**config.mk**
```make
export PLATFORM = sky130hd
export DESIGN_NAME = token_spacing_normalizer
export DESIGN_NICKNAME = d
export VERILOG_FILES = /design/src/hdl/tsn_pkg.sv /design/src/hdl/token_spacing_normalizer.sv /design/src/hdl/tsn_front.sv /design/src/hdl/tsn_cmd_queue.sv /design/src/hdl/tsn_back.sv
export SDC_FILE = /design/constraint.sdc
export NUM_CORES = 1
export LEC_CHECK = 0
export ABC_CLOCK_PERIOD_IN_PS = 7300
export BUFFER_PORTS_ARGS = -buffer_cell sky130_fd_sc_hd__buf_2
export CAP_MARGIN = 40
export CORE_MARGIN = 2
export CORE_UTILIZATION = 50
export DETAILED_ROUTE_END_ITERATION = 7
export GPL_ROUTABILITY_DRIVEN = 0
export PLACE_DENSITY = 0.66
export SLEW_MARGIN = 10
export SYNTH_ARGS = -nofsm -noshare
export SYNTH_HDL_FRONTEND = slang
export SYNTH_HIERARCHICAL = 1
export SYNTH_SLANG_ARGS = --single-unit
```
**constraint.sdc**
```tcl
create_clock -name clk_i -period 7.3 [get_ports clk_i]
set_clock_uncertainty 0.15 [all_clocks]
set_input_delay 0.365 -clock clk_i [delete_from_list [all_inputs] [get_ports clk_i]]
set_output_delay 0.365 -clock clk_i [all_outputs]
set_load 0.03 [all_outputs]
```
**src/hdl/tsn_pkg.sv**
```systemverilog
package tsn_pkg;

  // Most bytes that one transaction can produce.
  localparam int unsigned MaxOut = 5;
  localparam int unsigned CntW   = $clog2(MaxOut + 1);

  // Default depth of the command queue between the front and back parts.
  localparam int unsigned QueueDepthDef = 2;

  // Class of the last emitted byte.
  localparam logic [1:0] ClsNone  = 2'd0;
  localparam logic [1:0] ClsSpace = 2'd1;
  localparam logic [1:0] ClsWord  = 2'd2;
  localparam logic [1:0] ClsSym   = 2'd3;

  // Item kinds.
  localparam logic KindByte = 1'b0;
  localparam logic KindEnd  = 1'b1;

  localparam logic [7:0] ChSpace = 8'h20;
  localparam logic [7:0] ChTab   = 8'h09;
  localparam logic [7:0] ChCr    = 8'h0D;
  localparam logic [7:0] ChEq    = 8'h3D;
  localparam logic [7:0] ChBang  = 8'h21;
  localparam logic [7:0] ChLt    = 8'h3C;
  localparam logic [7:0] ChGt    = 8'h3E;
  localparam logic [7:0] ChPlus  = 8'h2B;
  localparam logic [7:0] ChMinus = 8'h2D;
  localparam logic [7:0] ChAmp   = 8'h26;
  localparam logic [7:0] ChBar   = 8'h7C;
  localparam logic [7:0] ChE     = 8'h45;
  localparam logic [7:0] ChO     = 8'h4F;
  localparam logic [7:0] ChF     = 8'h46;

  // One decoded transaction: the bytes to send, in order, and their count.
  typedef struct packed {
    logic [MaxOut-1:0][7:0] bytes;
    logic [CntW-1:0]        count;
    logic                   done;
  } tsn_cmd_t;

  function automatic logic is_ws(input logic [7:0] c);
    return (c == ChSpace) || (c inside {[ChTab:ChCr]});
  endfunction

  function automatic logic is_word(input logic [7:0] c);
    return c inside {[8'h30:8'h39], [8'h41:8'h5A], [8'h61:8'h7A]};
  endfunction

  function automatic logic forms_pair(input logic [7:0] a, input logic [7:0] b);
    logic eq_pair;
    logic dbl_pair;
    eq_pair  = (b == ChEq) && (a inside {ChEq, ChBang, ChLt, ChGt});
    dbl_pair = (a == b) && (a inside {ChPlus, ChMinus, ChAmp, ChBar});
    return eq_pair || dbl_pair;
  endfunction

  function automatic logic [1:0] class_of(input logic [7:0] c);
    logic [1:0] cls;
    if (c == ChSpace) begin
      cls = ClsSpace;
    end else if (is_word(c)) begin
      cls = ClsWord;
    end else begin
      cls = ClsSym;
    end
    return cls;
  endfunction

endpackage

```
**src/hdl/token_spacing_normalizer.sv**
```systemverilog
// Token spacing normalizer. Source text enters one byte per transaction
// (kind_i = 0) and the stream is closed by an end transaction (kind_i = 1);
// normalized text leaves one byte per transaction on a queue-style port.
// Whitespace runs collapse to one space, words and symbols are separated by a
// space, every symbol is followed by a space, and the operators == != <= >=
// ++ -- && || stay together. A symbol waits for the next byte before it is
// sent, so its bytes appear with the following transaction. The end
// transaction flushes a waiting symbol, sends " EOF" (without the leading
// space when the last byte sent was a space), marks the final 'F' with
// stream_done_o and returns the block to its reset state. run_last_o marks the
// last output byte caused by each input transaction; inputs that produce no
// output (leading whitespace, a symbol being held) produce no transaction.
// Rate: an input is accepted whenever the command queue has room, and the
// output side sends one byte per cycle while the reader keeps popping; an
// input produces zero to five output bytes, typically one. The single
// byte-wide output register limits the output side to one byte at a time.
// When the block is idle, the first byte of an input passes through the
// queue entry, the command register and the output byte register before it
// appears.
module token_spacing_normalizer
  import tsn_pkg::*;
#(
  parameter int unsigned QueueDepth = QueueDepthDef
) (
  input  logic       clk_i,
  input  logic       rst_ni,
  input  logic       push,
  output logic       full,
  input  logic       kind_i,
  input  logic [7:0] ch_i,
  output logic       empty,
  input  logic       pop,
  output logic [7:0] out_byte_o,
  output logic       run_last_o,
  output logic       stream_done_o
);

  logic     accept;
  logic     cmd_valid;
  tsn_cmd_t cmd;
  logic     q_full, q_empty, q_rd;
  tsn_cmd_t q_data;

  // The front part classifies a byte the moment it is accepted, so the
  // spacing state is always current; only the queue depth limits acceptance.
  assign accept = push && !q_full;
  assign full   = q_full;

  tsn_front u_front (
    .clk_i       (clk_i),
    .rst_ni      (rst_ni),
    .accept_i    (accept),
    .kind_i      (kind_i),
    .ch_i        (ch_i),
    .cmd_valid_o (cmd_valid),
    .cmd_o       (cmd)
  );

  tsn_cmd_queue #(
    .Depth (QueueDepth)
  ) u_queue (
    .clk_i     (clk_i),
    .rst_ni    (rst_ni),
    .wr_i      (cmd_valid),
    .wr_data_i (cmd),
    .full_o    (q_full),
    .rd_i      (q_rd),
    .rd_data_o (q_data),
    .empty_o   (q_empty)
  );

  // The back part expands each queued command into output bytes.
  tsn_back u_back (
    .clk_i         (clk_i),
    .rst_ni        (rst_ni),
    .q_empty_i     (q_empty),
    .q_data_i      (q_data),
    .q_rd_o        (q_rd),
    .empty_o       (empty),
    .pop_i         (pop),
    .out_byte_o    (out_byte_o),
    .run_last_o    (run_last_o),
    .stream_done_o (stream_done_o)
  );

endmodule

```
**src/hdl/tsn_front.sv**
```systemverilog
module tsn_front
  import tsn_pkg::*;
(
  input  logic       clk_i,
  input  logic       rst_ni,
  input  logic       accept_i,
  input  logic       kind_i,
  input  logic [7:0] ch_i,
  output logic       cmd_valid_o,
  output tsn_cmd_t   cmd_o
);

  logic [1:0] last_class_q, last_class_d;
  logic       held_valid_q, held_valid_d;
  logic [7:0] held_sym_q, held_sym_d;

  // Work out every byte this transaction produces and the state it leaves.
  always_comb begin
    logic [CntW-1:0] n;
    logic [1:0]      cls;
    logic [MaxOut-1:0][7:0] b;
    logic            done;
    n    = '0;
    cls  = last_class_q;
    b    = '0;
    done = 1'b0;
    held_valid_d = held_valid_q;
    held_sym_d   = held_sym_q;

    if (held_valid_q && (kind_i == KindByte) && forms_pair(held_sym_q, ch_i)) begin
      b[n] = held_sym_q; n = n + 1'b1;
      b[n] = ch_i;       n = n + 1'b1;
      b[n] = ChSpace;    n = n + 1'b1;
      cls          = ClsSpace;
      held_valid_d = 1'b0;
      held_sym_d   = '0;
    end else begin
      if (held_valid_q) begin
        b[n] = held_sym_q; n = n + 1'b1;
        b[n] = ChSpace;    n = n + 1'b1;
        cls          = ClsSpace;
        held_valid_d = 1'b0;
        held_sym_d   = '0;
      end
      if (kind_i == KindEnd) begin
        if (cls != ClsSpace) begin
          b[n] = ChSpace; n = n + 1'b1;
        end
        b[n] = ChE; n = n + 1'b1;
        b[n] = ChO; n = n + 1'b1;
        b[n] = ChF; n = n + 1'b1;
        done = 1'b1;
        // The stream starts over after the end marker.
        cls          = ClsNone;
        held_valid_d = 1'b0;
        held_sym_d   = '0;
      end else if (is_ws(ch_i)) begin
        if (cls == ClsWord || cls == ClsSym) begin
          b[n] = ChSpace; n = n + 1'b1;
          cls  = ClsSpace;
        end
      end else if (is_word(ch_i)) begin
        if (cls == ClsSym) begin
          b[n] = ChSpace; n = n + 1'b1;
        end
        b[n] = ch_i; n = n + 1'b1;
        cls  = class_of(ch_i);
      end else begin
        if (cls == ClsWord || cls == ClsSym) begin
          b[n] = ChSpace; n = n + 1'b1;
          cls  = ClsSpace;
        end
        held_valid_d = 1'b1;
        held_sym_d   = ch_i;
      end
    end

    last_class_d = cls;
    cmd_o.bytes  = b;
    cmd_o.count  = n;
    cmd_o.done   = done;
    cmd_valid_o  = accept_i && (n != '0);
  end

  always_ff @(posedge clk_i or negedge rst_ni) begin
    if (!rst_ni) begin
      last_class_q <= ClsNone;
      held_valid_q <= 1'b0;
      held_sym_q   <= '0;
    end else if (accept_i) begin
      last_class_q <= last_class_d;
      held_valid_q <= held_valid_d;
      held_sym_q   <= held_sym_d;
    end
  end

endmodule

```
**src/hdl/tsn_cmd_queue.sv**
```systemverilog
module tsn_cmd_queue
  import tsn_pkg::*;
#(
  parameter int unsigned Depth = QueueDepthDef
) (
  input  logic     clk_i,
  input  logic     rst_ni,
  input  logic     wr_i,
  input  tsn_cmd_t wr_data_i,
  output logic     full_o,
  input  logic     rd_i,
  output tsn_cmd_t rd_data_o,
  output logic     empty_o
);

  localparam int unsigned PtrW = (Depth > 1) ? $clog2(Depth) : 1;
  localparam int unsigned CntQW = $clog2(Depth + 1);

  tsn_cmd_t         mem_q [Depth];
  logic [PtrW-1:0]  wr_ptr_q, rd_ptr_q;
  logic [CntQW-1:0] cnt_q;
  logic             do_wr, do_rd;

  assign full_o    = (cnt_q == CntQW'(Depth));
  assign empty_o   = (cnt_q == '0);
  assign do_wr     = wr_i && !full_o;
  assign do_rd     = rd_i && !empty_o;
  assign rd_data_o = mem_q[rd_ptr_q];

  function automatic logic [PtrW-1:0] ptr_inc(input logic [PtrW-1:0] p);
    return (p == PtrW'(Depth - 1)) ? '0 : p + 1'b1;
  endfunction

  always_ff @(posedge clk_i) begin
    if (do_wr) begin
      mem_q[wr_ptr_q] <= wr_data_i;
    end
  end

  always_ff @(posedge clk_i or negedge rst_ni) begin
    if (!rst_ni) begin
      wr_ptr_q <= '0;
      rd_ptr_q <= '0;
      cnt_q    <= '0;
    end else begin
      if (do_wr) begin
        wr_ptr_q <= ptr_inc(wr_ptr_q);
      end
      if (do_rd) begin
        rd_ptr_q <= ptr_inc(rd_ptr_q);
      end
      if (do_wr && !do_rd) begin
        cnt_q <= cnt_q + 1'b1;
      end else if (do_rd && !do_wr) begin
        cnt_q <= cnt_q - 1'b1;
      end
    end
  end

endmodule

```
**src/hdl/tsn_back.sv**
```systemverilog
module tsn_back
  import tsn_pkg::*;
(
  input  logic       clk_i,
  input  logic       rst_ni,
  input  logic       q_empty_i,
  input  tsn_cmd_t   q_data_i,
  output logic       q_rd_o,
  output logic       empty_o,
  input  logic       pop_i,
  output logic [7:0] out_byte_o,
  output logic       run_last_o,
  output logic       stream_done_o
);

  tsn_cmd_t        cmd_q;
  logic            busy_q;
  logic [CntW-1:0] idx_q;
  logic            ovalid_q;
  logic [7:0]      obyte_q;
  logic            olast_q, odone_q;
  logic            out_adv, emit, is_last;

  assign out_adv = !ovalid_q || pop_i;
  assign emit    = busy_q && out_adv;
  assign is_last = (idx_q == cmd_q.count - 1'b1);
  // Take a new command when idle, or when the current one sends its last byte.
  assign q_rd_o  = !q_empty_i && (!busy_q || (emit && is_last));

  always_ff @(posedge clk_i) begin
    if (q_rd_o) begin
      cmd_q <= q_data_i;
    end
    if (emit) begin
      obyte_q <= cmd_q.bytes[idx_q];
      olast_q <= is_last;
      odone_q <= is_last && cmd_q.done;
    end
  end

  always_ff @(posedge clk_i or negedge rst_ni) begin
    if (!rst_ni) begin
      busy_q   <= 1'b0;
      idx_q    <= '0;
      ovalid_q <= 1'b0;
    end else begin
      if (q_rd_o) begin
        busy_q <= 1'b1;
        idx_q  <= '0;
      end else if (emit) begin
        if (is_last) begin
          busy_q <= 1'b0;
        end else begin
          idx_q <= idx_q + 1'b1;
        end
      end
      if (out_adv) begin
        ovalid_q <= emit;
      end
    end
  end

  assign empty_o       = !ovalid_q;
  assign out_byte_o    = obyte_q;
  assign run_last_o    = olast_q;
  assign stream_done_o = odone_q;

endmodule
```
==> flow_summary_export.csv <==
group,metric,value,unit
run_status,outcome,"finished, final reports clean",
pwr,power-per-cell-area,435,nW/um^2
setup_path,max_stage_delay,0.90,ns
synthesis,average_footprint_of_a_synthesized_cell,14.6,um^2
cells_and_area,highest_count_cells_in_the_layout_ignoring_fill_and_taps,"edfxtp_1 (142), mux2_4 (39), nor2_1 (28)",
floorplanning,fp-row-count,45,
pwr,p_int,0.00246,W
setup_path,r2r_slack,3.34,ns
clock_tree,clk_latency,0.43,ns
setup_path,timing.critical_path.from,"u_front/held_valid_q$_DFFE_PN0P_",
clock_tree,clock_tree.root_cell,"clkbuf_16",
worst_hold_path,holdCritPathClass,"input port to flip-flop",
floorplanning,core_area,15000,um^2
pwr,power.switching,0.00117,W
placement,placement.io_buffers,24,
cells_and_area,design.final.nets,562,
setup_path,critical_path.startpoint_type,"flip-flop",
synthesis,ys_seq_elements,162,
sta,setup_violating_endpoint_count_in_the_final_report,0,
placement,hpwl_after_detailed_placement,9390,um
cells_and_area,syn_to_final_growth,9.62,%
setup_path,critical_path_peak_fanout,41,
setup_path,timing.critical_path.arrival,3.86,ns
worst_hold_path,min_to,"u_back/ovalid_q$_DFFE_PN0N_",
worst_hold_path,worst_hold_path.num_cells,3,
flow_run,maxCapViolCount,0,
clock_tree,tritoncts_buffers,17,
pwr,pwr-share-seq,44.4,%
clock_tree,tritoncts_clock_tree,"done",
synthesis,synthDistinctLibCells,70,
sta,slew-limit-headroom,43.7,%
sta,period_minus_slack,3.96,ns
clock_tree,cts_repair_resize_count,0,
synthesis,async_reset_ff_share,12.3,%
floorplanning,io_pins,25,
cells_and_area,most_frequent_standard_cell_in_the_layout_excluding_fill_and_tap_cells,"edfxtp_1",
cells_and_area,num_antenna_cells,0,
placement,post-place-cells,704,
synthesis,yosysWarnings,6,
global_route,grt_pass1_vias,4165,
clock_tree,clk_pin_slew,0.07,ns
global_route,initial_antenna_violation_count,0,
routing,drcViolationCount,0,
setup_path,critical_path_required,7.21,ns
floorplanning,initial_utilization,50.7,%
setup_path,slowest_stage_cell_crit_path,"dfrtp_1",
sta,tightest_slew,0.845,ns
cells_and_area,finish.cell_count_without_fillers,737,
setup_path,r2r.worst_path.cells,10,
clock_tree,cts_sinks,162,
floorplanning,die_y,127,um
clock_tree,cts-hold-fix-buffers,1,
sta,tns,0,ns
routing,vias,4229,
routing,via_per_inst,5.74,
global_route,global_route_wire_length_before_repair,22800,um
routing,drtIter0Drc,369,
routing,post_drt_wl_per_cell,19.5,um
routing,drt_pre_antenna_iters,5,
synthesis,ys_seq_area_share,62.5,%
setup_path,cpMostUsedCell,"nand2_1",
clock_tree,cts_max_level,4,
global_route,grt_max_degree,46,
setup_path,worstReg2RegStart,"u_front/held_valid_q$_DFFE_PN0P_",
clock_tree,clock_tree.buffer_depth,2,
routing,wirelength,14400,um
synthesis,gate_count_of_the_mapped_netlist,524,
worst_hold_path,hold_wc_startpoint,"pop",
cells_and_area,layout-drive-gt1-share,22.6,%
routing,drtAntennaViolNets,0,
setup_path,critical_path.reg2reg.endpoint,"u_queue/mem_q[0][0]$_DFFE_PP_",
pwr,clockPowerShare,24.0,%
sta,rsz_0062_raised_after_global_routing,"no",
pwr,vdd.ir_drop.worst,0.220,mV
global_route,gr-usage-all-layers,18.8,%
sta,timing.final.crit_share,54.2,%
pwr,power.share.combinational,31.6,%
setup_path,timing.critical_path.cells,"clkinv_1, ha_1, nand2b_1, a21boi_0, inv_1, nand2_1, o221ai_1, nand2_1, nor2_4, buf_4",
sta,hold_slack,0.148,ns
sta,final-hold-violation-count,0,
synthesis,netlist_area,7620,um^2
synthesis,synth-edff-count,142,
pwr,power.static_leakage,3.15,nW
floorplanning,floorplan.die_area,16300,um^2
setup_path,timing.critical_path.to_type,"flip-flop",
global_route,total_gr_overflow,0,
pwr,power.switching_fraction,32.3,%
sta,achievable-frequency,253,MHz
setup_path,timing.setup.critical_path_class,"flip-flop to flip-flop",
synthesis,synthFlopType,"edfxtp_1",
clock_tree,postCtsSetupBuffers,0,
sta,final_max_slew_viol_count,0,
floorplanning,die_w,127,um
==> registers in the layout, indices dropped and copies added (netlist names) <==
register and flops:
u_back/ovalid_q 1, u_back/out_byte_o 8, u_back/busy_q 1, u_back/idx_q 3, u_front/held_valid_q 1, u_front/held_sym_q 8, u_back/cmd_q 44, u_back/run_last_o 1
u_queue/wr_ptr_q 1, u_queue/rd_ptr_q 1, u_queue/mem_q 88, u_back/stream_done_o 1, u_queue/cnt_q 2, u_front/last_class_q 2
==> per-layer routing <==
| layer | part of all wire (%) | vias up | track usage [%] |
|---|---|---|---|
| li1 | - | 2002 | - |
| met4 | 1.5 | 0 | 7.30 |
| met2 | 49 | 144 | 30.4 |
| met5 | 0 | - | 0 |
| met1 | 44 | 2064 | 24.8 |
| met3 | 5.4 | 19 | 4.36 |
==> worst max path at each step <==
stage / endpoint / slack, ns / depth (start not counted)
6_report: u_queue/mem_q[0][0]$_DFFE_PP_ / 3.34 / 10
5_1_grt: u_queue/mem_q[0][4]$_DFFE_PP_ / 3.12 / 10
4_1_cts: u_queue/mem_q[0][31]$_DFFE_PP_ / 3.43 / 10
3_5_place_dp: u_queue/mem_q[0][25]$_DFFE_PP_ / 3.46 / 10
3_3_place_gp: u_queue/mem_q[1][9]$_DFFE_PP_ / 3.42 / 8
2_1_floorplan: u_queue/mem_q[0][0]$_DFFE_PP_ / 2.78 / 10
==> cells in the mapped netlist, types with 3 or more instances <==
cell type,n,area (um^2)
xor2_1,5,43.8
dfrtp_1,20,500
a211oi_2,4,50.1
nor2_1,29,109
clkbuf_1,12,45.0
a21oi_1,16,80.1
nand3_1,5,25.0
buf_2,13,65.1
nand4_1,4,25.0
o22ai_1,7,43.8
a211oi_1,3,22.5
mux2i_1,16,160
mux2_2,5,56.3
edfxtp_1,142,4260
buf_4,11,82.6
ha_1,13,163
buf_12,4,80.1
a221o_1,3,30.0
a32o_1,10,100
inv_1,16,60.1
o21ai_0,20,100
mux2_4,39,586
and3_1,9,56.3
a31o_2,4,35.0
nor2b_1,3,18.8
xnor2_1,12,105
a22oi_1,4,30.0
nor3_1,3,15.0
and4b_1,3,30.0
and2_1,9,56.3
nand2b_1,6,37.5
nand2_1,26,97.6
==> kinds of logic (layout without fill, tap and decap cells) <==
family,count (synthesis),in the layout,synth area share [%]
muxes,61,61,10.8
DFF,162,162,62.5
adders and majority gates,13,13,2.13
buffers and inverters,59,79,4.71
xor gates and xnor gates,18,18,2.25
AOI/OAI and AO/OA,95,95,9.26
other,1,6,0.0492
and+or+nand+nor,115,115,8.30
==> power by group through the flow <==
stage	logic [W]	clock network, W	registers, W
after CTS	0.00116	0.000885	0.00162
after floorplan	0.000922	0	0.00162
final	0.00115	0.000871	0.00161
after global routing	0.00125	0.000925	0.00165
after detailed placement	0.00115	0	0.00164
after global placement	0.00111	0	0.00162
==> through the flow <==
| step | util, % | power [W] | cell area (um^2) | worst slack, ns |
|---|---|---|---|---|
| 2_1_floorplan | - | 0.00254 | 7640 | 2.78 |
| 3_3_place_gp | 51.5 | 0.00274 | 7740 | 3.42 |
| 3_5_place_dp | 51.7 | 0.00279 | 7760 | 3.46 |
| 4_1_cts | 55.6 | 0.00366 | 8360 | 3.43 |
| 5_1_grt | 55.6 | 0.00383 | 8360 | 3.12 |
| 6_report | 55.6 | 0.00364 | 8360 | 3.34 |
==> layout make-up <==
| cell class | instances | area [um^2] |
|---|---|---|
| Fill cell | 1191 | 6680 |
| Sequential cell | 162 | 4770 |
| Multi-Input combinational cell | 308 | 2530 |
| Clock buffer | 17 | 425 |
| Tap cell | 188 | 235 |
| Timing Repair Buffer | 30 | 180 |
| Clock inverter | 15 | 158 |
| Inverter | 17 | 63.8 |
==> worst max-delay path, delay by kind of cell (launching register included) <==
kind / cells / cell delay, ns
adder cells (fa/ha/maj): 1 / 0.42
AND/OR/NAND/NOR: 4 / 0.58
AO/OA/AOI/OAI: 2 / 0.29
buffers and inverters: 3 / 1.23
flip-flops: 1 / 0.90
No activity file was read; power rests on OpenSTA's default activity.
